`config.mk`:
```
export PLATFORM = sky130hd
export DESIGN_NAME = ten_bit_unpack_channel_demux
export DESIGN_NICKNAME = d
export VERILOG_FILES = /design/src/rtl/tbu_pkg.sv /design/src/rtl/tbu_unpack.sv /design/src/rtl/tbu_window.sv /design/src/rtl/tbu_out_queue.sv /design/src/rtl/ten_bit_unpack_channel_demux.sv
export SDC_FILE = /design/constraint.sdc
export NUM_CORES = 1
export LEC_CHECK = 0
export BUFFER_PORTS_ARGS = -buffer_cell sky130_fd_sc_hd__buf_2
export CAP_MARGIN = 20
export CORE_MARGIN = 2
export CORE_UTILIZATION = 55
export CTS_BUF_LIST = sky130_fd_sc_hd__clkbuf_16
export DETAILED_ROUTE_END_ITERATION = 10
export PLACE_DENSITY = 0.76
export SKIP_CTS_REPAIR_TIMING = 1
export SYNTH_ARGS = -nofsm -noshare
export SYNTH_HDL_FRONTEND = slang
export SYNTH_SLANG_ARGS = --single-unit
```
`constraint.sdc`:
```
create_clock -name i_clk -period 14.72 [get_ports i_clk]
set_input_delay 0.736 -clock i_clk [delete_from_list [all_inputs] [get_ports i_clk]]
set_output_delay 0.736 -clock i_clk [all_outputs]
set_load 0.02 [all_outputs]
```
`src/rtl/tbu_pkg.sv`:
```
package tbu_pkg;

    localparam int WORD_BITS    = 10;
    localparam int PIXEL_SHIFT  = 6;
    localparam int IMAGE_ROWS   = 2708;
    localparam int ACC_BITS     = 17;
    localparam int QUEUE_DEPTH  = 4;
    localparam int QPTR_W       = $clog2(QUEUE_DEPTH);
    localparam int QCNT_W       = $clog2(QUEUE_DEPTH + 1);
    localparam int CFG_DATA_W   = 14;
    localparam int CFG_INDEX_W  = 3;

    // Configuration register indexes
    localparam logic [CFG_INDEX_W-1:0] CFG_LEAD_SKIP    = 3'd0;
    localparam logic [CFG_INDEX_W-1:0] CFG_FRAME_WORDS  = 3'd1;
    localparam logic [CFG_INDEX_W-1:0] CFG_LINE_WIDTH   = 3'd2;
    localparam logic [CFG_INDEX_W-1:0] CFG_FIRST_START  = 3'd3;
    localparam logic [CFG_INDEX_W-1:0] CFG_SECOND_START = 3'd4;
    localparam logic [CFG_INDEX_W-1:0] CFG_THIRD_START  = 3'd5;

    // Reset values
    localparam logic [2:0]  RST_LEAD_SKIP    = 3'd4;
    localparam logic [13:0] RST_FRAME_WORDS  = 14'd15538;
    localparam logic [12:0] RST_LINE_WIDTH   = 13'd5000;
    localparam logic [13:0] RST_FIRST_START  = 14'd90;
    localparam logic [13:0] RST_SECOND_START = 14'd5316;
    localparam logic [13:0] RST_THIRD_START  = 14'd10538;

    typedef struct packed {
        logic [2:0]  lead_skip_bits;
        logic [13:0] frame_word_count;
        logic [12:0] line_width;
        logic [13:0] first_window_start;
        logic [13:0] second_window_start;
        logic [13:0] third_window_start;
    } t_cfg;

    typedef struct packed {
        logic [WORD_BITS-1:0] word;
        logic [13:0]          index;
        logic [10:0]          line_pair;
    } t_word;

    typedef struct packed {
        logic [15:0] pixel_value;
        logic        channel_id;
        logic [11:0] image_row;
        logic [12:0] image_column;
        logic        pair_of_rows;
    } t_pix_entry;

endpackage

```
`src/rtl/tbu_unpack.sv`:
```
module tbu_unpack
    import tbu_pkg::*;
(
    input  logic        i_clk,
    input  logic        i_rst_n,
    input  t_cfg        i_cfg,
    input  logic        i_accept,
    input  logic [7:0]  i_byte,
    input  logic        i_frame_start,
    input  logic [10:0] i_line_pair,
    output logic        o_word_valid,
    output t_word       o_word
);

    logic [ACC_BITS-1:0] r_acc;
    logic [4:0]          r_held;
    logic [13:0]         r_index;
    logic [2:0]          r_skip;
    logic                r_word_valid;
    t_word               r_word;

    logic [ACC_BITS-1:0] acc_e;
    logic [4:0]          held_e;
    logic [13:0]         idx_e;
    logic [2:0]          skip_e;
    logic                active;
    logic [ACC_BITS+7:0] shifted;
    logic [ACC_BITS-1:0] acc_cat;
    logic [4:0]          held_sum;
    logic                done;
    logic [4:0]          held_rem;
    logic [WORD_BITS-1:0] word;
    logic [ACC_BITS-1:0] n_acc;

    always_comb begin
        acc_e    = i_frame_start ? '0 : r_acc;
        held_e   = i_frame_start ? '0 : r_held;
        idx_e    = i_frame_start ? '0 : r_index;
        skip_e   = i_frame_start ? i_cfg.lead_skip_bits : r_skip;
        active   = idx_e < i_cfg.frame_word_count;
        // append the kept low bits of the byte below the held bits
        shifted  = {acc_e, 8'h00} >> skip_e;
        acc_cat  = shifted[ACC_BITS-1:0] | {9'd0, i_byte & (8'hFF >> skip_e)};
        held_sum = held_e + (5'd8 - {2'b00, skip_e});
        done     = held_sum >= 5'(WORD_BITS);
        held_rem = done ? held_sum - 5'(WORD_BITS) : held_sum;
        word     = WORD_BITS'(acc_cat >> held_rem);
        n_acc    = done ? (acc_cat & ((ACC_BITS'(1) << held_rem) - ACC_BITS'(1))) : acc_cat;
    end

    always_ff @(posedge i_clk) begin
        if (!i_rst_n) begin
            r_acc        <= '0;
            r_held       <= '0;
            r_index      <= '0;
            r_skip       <= '0;
            r_word_valid <= 1'b0;
        end else begin
            r_word_valid <= i_accept & active & done;
            if (i_accept) begin
                if (active) begin
                    r_acc   <= n_acc;
                    r_held  <= held_rem;
                    r_skip  <= '0;
                    r_index <= done ? idx_e + 14'd1 : idx_e;
                end else begin
                    // past frame length: hold, but keep the frame-start clear
                    r_acc   <= acc_e;
                    r_held  <= held_e;
                    r_index <= idx_e;
                    r_skip  <= skip_e;
                end
            end
        end
    end

    always_ff @(posedge i_clk) begin
        if (i_accept) begin
            r_word.word      <= word;
            r_word.index     <= idx_e;
            r_word.line_pair <= i_line_pair;
        end
    end

    assign o_word_valid = r_word_valid;
    assign o_word       = r_word;

endmodule

```
`src/rtl/tbu_window.sv`:
```
module tbu_window
    import tbu_pkg::*;
(
    input  t_cfg       i_cfg,
    input  logic       i_word_valid,
    input  t_word      i_word,
    output logic       o_push,
    output t_pix_entry o_entry
);

    logic [14:0] end1, end2, end3;
    logic        in1, in2, in3;
    logic [11:0] row0, row1;
    logic        ok0, ok1;
    logic        hit;

    always_comb begin
        end1 = {1'b0, i_cfg.first_window_start}  + {2'b00, i_cfg.line_width};
        end2 = {1'b0, i_cfg.second_window_start} + {2'b00, i_cfg.line_width};
        end3 = {1'b0, i_cfg.third_window_start}  + {2'b00, i_cfg.line_width};
        in1  = (i_word.index >= i_cfg.first_window_start)  && ({1'b0, i_word.index} < end1);
        in2  = (i_word.index >= i_cfg.second_window_start) && ({1'b0, i_word.index} < end2);
        in3  = (i_word.index >= i_cfg.third_window_start)  && ({1'b0, i_word.index} < end3);
        row0 = {i_word.line_pair, 1'b0};
        row1 = {i_word.line_pair, 1'b1};
        ok0  = {1'b0, row0} < 13'(IMAGE_ROWS);
        ok1  = {1'b0, row1} < 13'(IMAGE_ROWS);

        o_entry.pixel_value = {i_word.word, {PIXEL_SHIFT{1'b0}}};
        o_entry.channel_id   = 1'b0;
        o_entry.image_row    = row0;
        o_entry.image_column = 13'(i_word.index - i_cfg.first_window_start);
        o_entry.pair_of_rows = 1'b0;
        hit = 1'b0;
        if (in1) begin
            hit = ok0;
        end else if (in2) begin
            hit                  = ok1;
            o_entry.image_row    = row1;
            o_entry.image_column = 13'(i_word.index - i_cfg.second_window_start);
        end else if (in3) begin
            // odd row can only survive if the even row does
            hit                  = ok0;
            o_entry.channel_id   = 1'b1;
            o_entry.image_column = 13'(i_word.index - i_cfg.third_window_start);
            o_entry.pair_of_rows = ok1;
        end
        o_push = i_word_valid & hit;
    end

endmodule

```
`src/rtl/tbu_out_queue.sv`:
```
module tbu_out_queue
    import tbu_pkg::*;
(
    input  logic              i_clk,
    input  logic              i_rst_n,
    input  logic              i_push,
    input  t_pix_entry        i_entry,
    output logic [QCNT_W-1:0] o_count,
    output logic              o_valid,
    input  logic              i_ready,
    output logic [15:0]       o_pixel_value,
    output logic              o_channel_id,
    output logic [11:0]       o_image_row,
    output logic [12:0]       o_image_column,
    output logic              o_last
);

    t_pix_entry        r_mem [QUEUE_DEPTH];
    logic [QPTR_W-1:0] r_wr_ptr;
    logic [QPTR_W-1:0] r_rd_ptr;
    logic [QCNT_W-1:0] r_count;
    logic              r_second;

    t_pix_entry        head;
    logic              fire;
    logic              pop;

    always_comb begin
        head           = r_mem[r_rd_ptr];
        o_valid        = r_count != '0;
        o_pixel_value  = head.pixel_value;
        o_channel_id   = head.channel_id;
        o_image_row    = head.image_row + {11'd0, r_second};
        o_image_column = head.image_column;
        o_last         = ~head.pair_of_rows | r_second;
        fire           = o_valid & i_ready;
        // drop the entry once its last result is taken
        pop            = fire & o_last;
    end

    always_ff @(posedge i_clk) begin
        if (!i_rst_n) begin
            r_wr_ptr <= '0;
            r_rd_ptr <= '0;
            r_count  <= '0;
            r_second <= 1'b0;
        end else begin
            if (i_push) begin
                r_wr_ptr <= r_wr_ptr + QPTR_W'(1);
            end
            if (pop) begin
                r_rd_ptr <= r_rd_ptr + QPTR_W'(1);
            end
            if (i_push && !pop) begin
                r_count <= r_count + QCNT_W'(1);
            end else if (pop && !i_push) begin
                r_count <= r_count - QCNT_W'(1);
            end
            if (fire) begin
                r_second <= ~o_last;
            end
        end
    end

    always_ff @(posedge i_clk) begin
        if (i_push) begin
            r_mem[r_wr_ptr] <= i_entry;
        end
    end

    assign o_count = r_count;

endmodule

```
`src/rtl/ten_bit_unpack_channel_demux.sv`:
```
// Ten-bit packed pixel unpacker with channel demultiplexing. One raw byte is
// taken per cycle on the slave stream while tready is high; tuser high marks
// the first byte of a frame, where the configured number of leading bits is
// dropped. The rest is gathered MSB first into 10-bit words, and words inside
// the three index windows come out as pixels (sample shifted left by six) on
// the master stream: first window channel one even row, second window channel
// one odd row, third window channel two on both rows as two results, tlast on
// the last result of each word. A result is registered in the word register
// and then held in the result queue. Bytes flow at one per cycle as long as
// results are taken; a third-window word gives two results and takes ten bits,
// so a run of those stalls the input once the four-entry result queue fills.
// Configuration is written through the plain write port; the user must keep the
// stream idle while writing it, and the block itself does not enforce this.
module ten_bit_unpack_channel_demux
    import tbu_pkg::*;
(
    input  logic                   i_clk,
    input  logic                   i_rst_n,
    // configuration write port
    input  logic                   i_cfg_wr_en,
    input  logic [CFG_INDEX_W-1:0] i_cfg_index,
    input  logic [CFG_DATA_W-1:0]  i_cfg_wdata,
    // slave stream
    input  logic                   i_s_axis_tvalid,
    output logic                   o_s_axis_tready,
    input  logic [23:0]            i_s_axis_tdata,  // byte_in[7:0], line_pair[18:8]
    input  logic                   i_s_axis_tuser,  // frame_start
    // master stream
    output logic                   o_m_axis_tvalid,
    input  logic                   i_m_axis_tready,
    output logic [47:0]            o_m_axis_tdata,  // pixel_value[15:0],
                                                    // image_row[27:16],
                                                    // image_column[40:28]
    output logic                   o_m_axis_tuser,  // channel_id
    output logic                   o_m_axis_tlast   // last_of_run
);

    t_cfg              r_cfg;
    logic              accept;
    logic              word_valid;
    t_word             word;
    logic              push;
    t_pix_entry        entry;
    logic [QCNT_W-1:0] q_count;
    logic [15:0]       pixel_value;
    logic [11:0]       image_row;
    logic [12:0]       image_column;

    always_ff @(posedge i_clk) begin
        if (!i_rst_n) begin
            r_cfg.lead_skip_bits      <= RST_LEAD_SKIP;
            r_cfg.frame_word_count    <= RST_FRAME_WORDS;
            r_cfg.line_width          <= RST_LINE_WIDTH;
            r_cfg.first_window_start  <= RST_FIRST_START;
            r_cfg.second_window_start <= RST_SECOND_START;
            r_cfg.third_window_start  <= RST_THIRD_START;
        end else if (i_cfg_wr_en) begin
            case (i_cfg_index)
                CFG_LEAD_SKIP:    r_cfg.lead_skip_bits      <= i_cfg_wdata[2:0];
                CFG_FRAME_WORDS:  r_cfg.frame_word_count    <= i_cfg_wdata[13:0];
                CFG_LINE_WIDTH:   r_cfg.line_width          <= i_cfg_wdata[12:0];
                CFG_FIRST_START:  r_cfg.first_window_start  <= i_cfg_wdata[13:0];
                CFG_SECOND_START: r_cfg.second_window_start <= i_cfg_wdata[13:0];
                CFG_THIRD_START:  r_cfg.third_window_start  <= i_cfg_wdata[13:0];
                default: begin
                end
            endcase
        end
    end

    // leave room in the queue for the word in flight and this request
    assign o_s_axis_tready = (int'(q_count) + int'(word_valid)) < QUEUE_DEPTH;
    assign accept          = i_s_axis_tvalid & o_s_axis_tready;

    tbu_unpack u_unpack (
        .i_clk         (i_clk),
        .i_rst_n       (i_rst_n),
        .i_cfg         (r_cfg),
        .i_accept      (accept),
        .i_byte        (i_s_axis_tdata[7:0]),
        .i_frame_start (i_s_axis_tuser),
        .i_line_pair   (i_s_axis_tdata[18:8]),
        .o_word_valid  (word_valid),
        .o_word        (word)
    );

    tbu_window u_window (
        .i_cfg        (r_cfg),
        .i_word_valid (word_valid),
        .i_word       (word),
        .o_push       (push),
        .o_entry      (entry)
    );

    tbu_out_queue u_out_queue (
        .i_clk          (i_clk),
        .i_rst_n        (i_rst_n),
        .i_push         (push),
        .i_entry        (entry),
        .o_count        (q_count),
        .o_valid        (o_m_axis_tvalid),
        .i_ready        (i_m_axis_tready),
        .o_pixel_value  (pixel_value),
        .o_channel_id   (o_m_axis_tuser),
        .o_image_row    (image_row),
        .o_image_column (image_column),
        .o_last         (o_m_axis_tlast)
    );

    assign o_m_axis_tdata = {7'd0, image_column, image_row, pixel_value};

endmodule
```
==> flow_summary.json <==
{
  "cts.path.max_buffers": 3,
  "cp.required_ns": 15.24,
  "wl_per_cell_um": 18.7,
  "crit_path_start_kind": "primary input",
  "std_cell_rows": 66,
  "port_buffers": 80,
  "track_usage_pct": 24.6,
  "cts_made_buffers": 31,
  "synth-seq-cells": 304,
  "worstSetupPathType": "in -> reg",
  "powerDensity_nw_per_um2": 153,
  "clkSinkCount": 304,
  "hold_viol": 0,
  "postSynthCellCount": 1816,
  "htreeDepth": 1,
  "die_x_um": 186,
  "clock-skew-final_ns": 0.0284,
  "synth_top_cell_area_share_pct": 30.1,
  "start_util_pct": 56.1,
  "hold_class": "in -> reg",
  "synth_async_sr_flop_share_pct": 0,
  "crit_chain": "buf_2 > mux2_2 > clkinv_1 > ha_1 > ha_1 > fa_1 > inv_1 > ha_1 > a21oi_1 > or4_1 > nand3_1 > nand2_1 > or3_1 > ha_1 > a21boi_2 > or4_1 > nand3_1 > a32o_1",
  "rsz0062_at_grt": "no",
  "io_pins": 99,
  "ys_types": 83,
  "finalSetupTns_ns": 0,
  "clk_pin_slew_ns": 0.06,
  "fp.dieH_um": 186,
  "synth_top_cell_by_area": "edfxtp_1",
  "post-place-ws_ns": 7.37,
  "status": "complete, no violations",
  "ant_nets": 0,
  "worst_path_most_repeated_cell": "ha_1",
  "antenna_found_initial": 0,
  "place_area_um2": 19000,
  "synth_edf_count": 183,
  "cts_root_buf": "clkbuf_16",
  "dp_hpwl_mm": 32.1,
  "dieArea_um2": 34700,
  "postSynthAreaPerCell_um2": 10.1,
  "period_minus_slack_ns": 6.84,
  "core_um2": 32600,
  "relSlewSlack_pct": 32.5,
  "grt_overflow": 0,
  "cts_tree": "yes",
  "synthesis.area_um2": 18300,
  "worstSetupEndpointType": "flip-flop",
  "routed_wl_mm": 43.7,
  "synthToLayoutAreaGrowth_pct": 9.74,
  "grt_max_degree": 72,
  "synth_ff_type": "edfxtp_1",
  "ir_drop_uv": 140,
  "clkLatencyLatePin_ns": 0.58,
  "period_share_pct": 46.5,
  "via_per_inst": 6.00,
  "ys_warn_count": 0,
  "worst_pin_slew_ns": 1.01,
  "fin_ws_ns": 7.88,
  "setup_viol": 0,
  "max_freq_mhz": 146,
  "grt_pass1_vias": 13359,
  "slew_violations": 0,
  "grt_pass1_wl_mm": 69.6,
  "crit_slowest_cell": "nand3_1",
  "cp_max_fo": 45,
  "drv_cap": 0,
  "ys_top_cells_by_area": "edfxtp_1, dfxtp_1, ha_1, mux4_2, nand2_1",
  "fin_area_um2": 20100,
  "final_nets": 2079,
  "fill_cells": 2620,
  "drc": 0,
  "yosysSeqAreaShare_pct": 43.3,
  "power_mw": 3.08,
  "vias": 14062,
  "p_leak_nw": 7.83,
  "fin_hold_ws_ns": 0.361,
  "layout-drive-gt1-share_pct": 12.6,
  "slowest_delay_ns": 0.70,
  "critPathArrivalTime_ns": 7.36,
  "place_congestion": 0.978,
  "antennaDiodeCount": 0,
  "dr.pass1.iters": 5,
  "drt_iter0_drc": 1079
}
-- sequential cells by signal, indices dropped and copies added (netlist names), named ones only --
signal and flops:
u_unpack.r_acc 16, u_out_queue.r_second 1, u_out_queue.r_wr_ptr 2, u_unpack.r_index 14
u_out_queue.o_count 3, u_out_queue.r_mem 148, r_cfg 72, u_unpack.r_held 5
u_unpack.r_skip 3, u_unpack.o_word 35, u_out_queue.r_rd_ptr 2, u_unpack.o_word_valid 1
-- layer usage --
metal | up-vias | share of wire (%) | GRT usage (%) | wire length, µm
li1 | 6763 | - | - | -
met1 | 6747 | 45 | 34.8 | 19500
met2 | 483 | 47 | 40.8 | 20600
met3 | 69 | 6.3 | 2.71 | 2770
met4 | 0 | 2.0 | 5.82 | 883
met5 | - | 0 | 0 | 0
-- path summary, 6_finish.rpt --
check / start / to / slack (ns) / depth (start not counted)
worst min-delay path: i_s_axis_tdata[12] / u_unpack.o_word[4] / 0.36 / 1
worst max-delay path: i_s_axis_tuser / u_unpack.r_acc[14] / 7.88 / 18
worst min register to register: r_cfg[64] / r_cfg[64] / 0.46 / 2
worst max register to register: u_unpack.r_skip[1] / u_unpack.r_acc[14] / 8.12 / 17
-- cells by family after synthesis --
family	synth area share [%]
and+or+nand+nor	14.1
AOI/OAI and AO/OA	14.9
DFF	43.3
buffers and inverters	4.15
adders and majority gates	11.1
muxes	8.19
xor gates and xnor gates	4.26
other	0.0205
-- layout by cell type, fill, tap and decap left out, drive strengths merged, types with 14 or more instances in the layout --
master	synthesis	routed
mux2	17	17
dfxtp	121	121
nand2b	17	17
nor2	118	118
xnor2	48	48
edfxtp	183	183
o211ai	28	28
inv	100	109
a21oi	153	153
ha	149	149
a21o	25	25
mux2i	36	36
o21ai	72	72
clkbuf	52	32
nand3	47	47
a211oi	16	16
clkinv	2	14
nand4	16	16
o21a	16	16
nor2b	38	38
mux4	42	42
buf	30	96
nor3	40	40
nand2	232	232
xor2	40	40
-- through the flow --
step,utilization [%],std cells
CTS,61.4,2341
global placement,58.4,2283
detailed placement,58.4,2283
floorplan,-,1828
finish,61.5,2342
global route,61.5,2342
-- worst max-delay path: cells and delay by family --
kind                       cells  cell delay [ns]
muxes                          1             0.42
AOI/OAI and AO/OA              3             0.64
and+or+nand+nor                6             2.49
adders and majority gates      5             1.81
buffers and inverters          3             1.22
-- final cells by class --
type / instances / area, µm² / area share [%]
clock inverter: 26 / 205 / 1.02
multi-input combinational: 1340 / 9660 / 48.2
timing repair buffer: 96 / 541 / 2.69
inverter: 102 / 383 / 1.91
sequential: 304 / 7920 / 39.5
tap: 442 / 553 / 2.76
clock buffer: 32 / 801 / 3.99
-- cell usage after synthesis, types with 4 or more instances --
master and instances:
a21oi_1 150, a221o_1 6, or2_2 8, mux2i_1 36, o21a_1 16, buf_1 6
xor2_1 40, dfxtp_1 121, nor3_1 40, a211oi_1 15, a32o_1 4, xnor2_1 47
nand2b_1 17, mux2_2 17, and3_1 13, edfxtp_1 183, clkbuf_1 52, o21ai_0 70
a32oi_1 5, o31ai_1 13, nor2_1 118, mux4_2 42, o21bai_1 11, fa_1 8
or3_1 9, nand2_1 232, buf_2 10, a31oi_1 12, o211ai_1 28, and2_1 9
nor4_1 6, a21o_1 25, inv_1 98, ha_1 149, nor2b_1 38, a22oi_1 6
nand3_1 47, buf_4 13, a2111oi_0 5, nand4_1 16, or4_1 4
-- power breakdown --
part / total, mW / internal (mW) / switching (mW)
combinational: 1.18 / 0.449 / 0.730
clock: 0.770 / 0.434 / 0.336
sequential: 1.13 / 1.05 / 0.0788
total: 3.08 / 1.93 / 1.15
(Power assumes the default switching activity.)
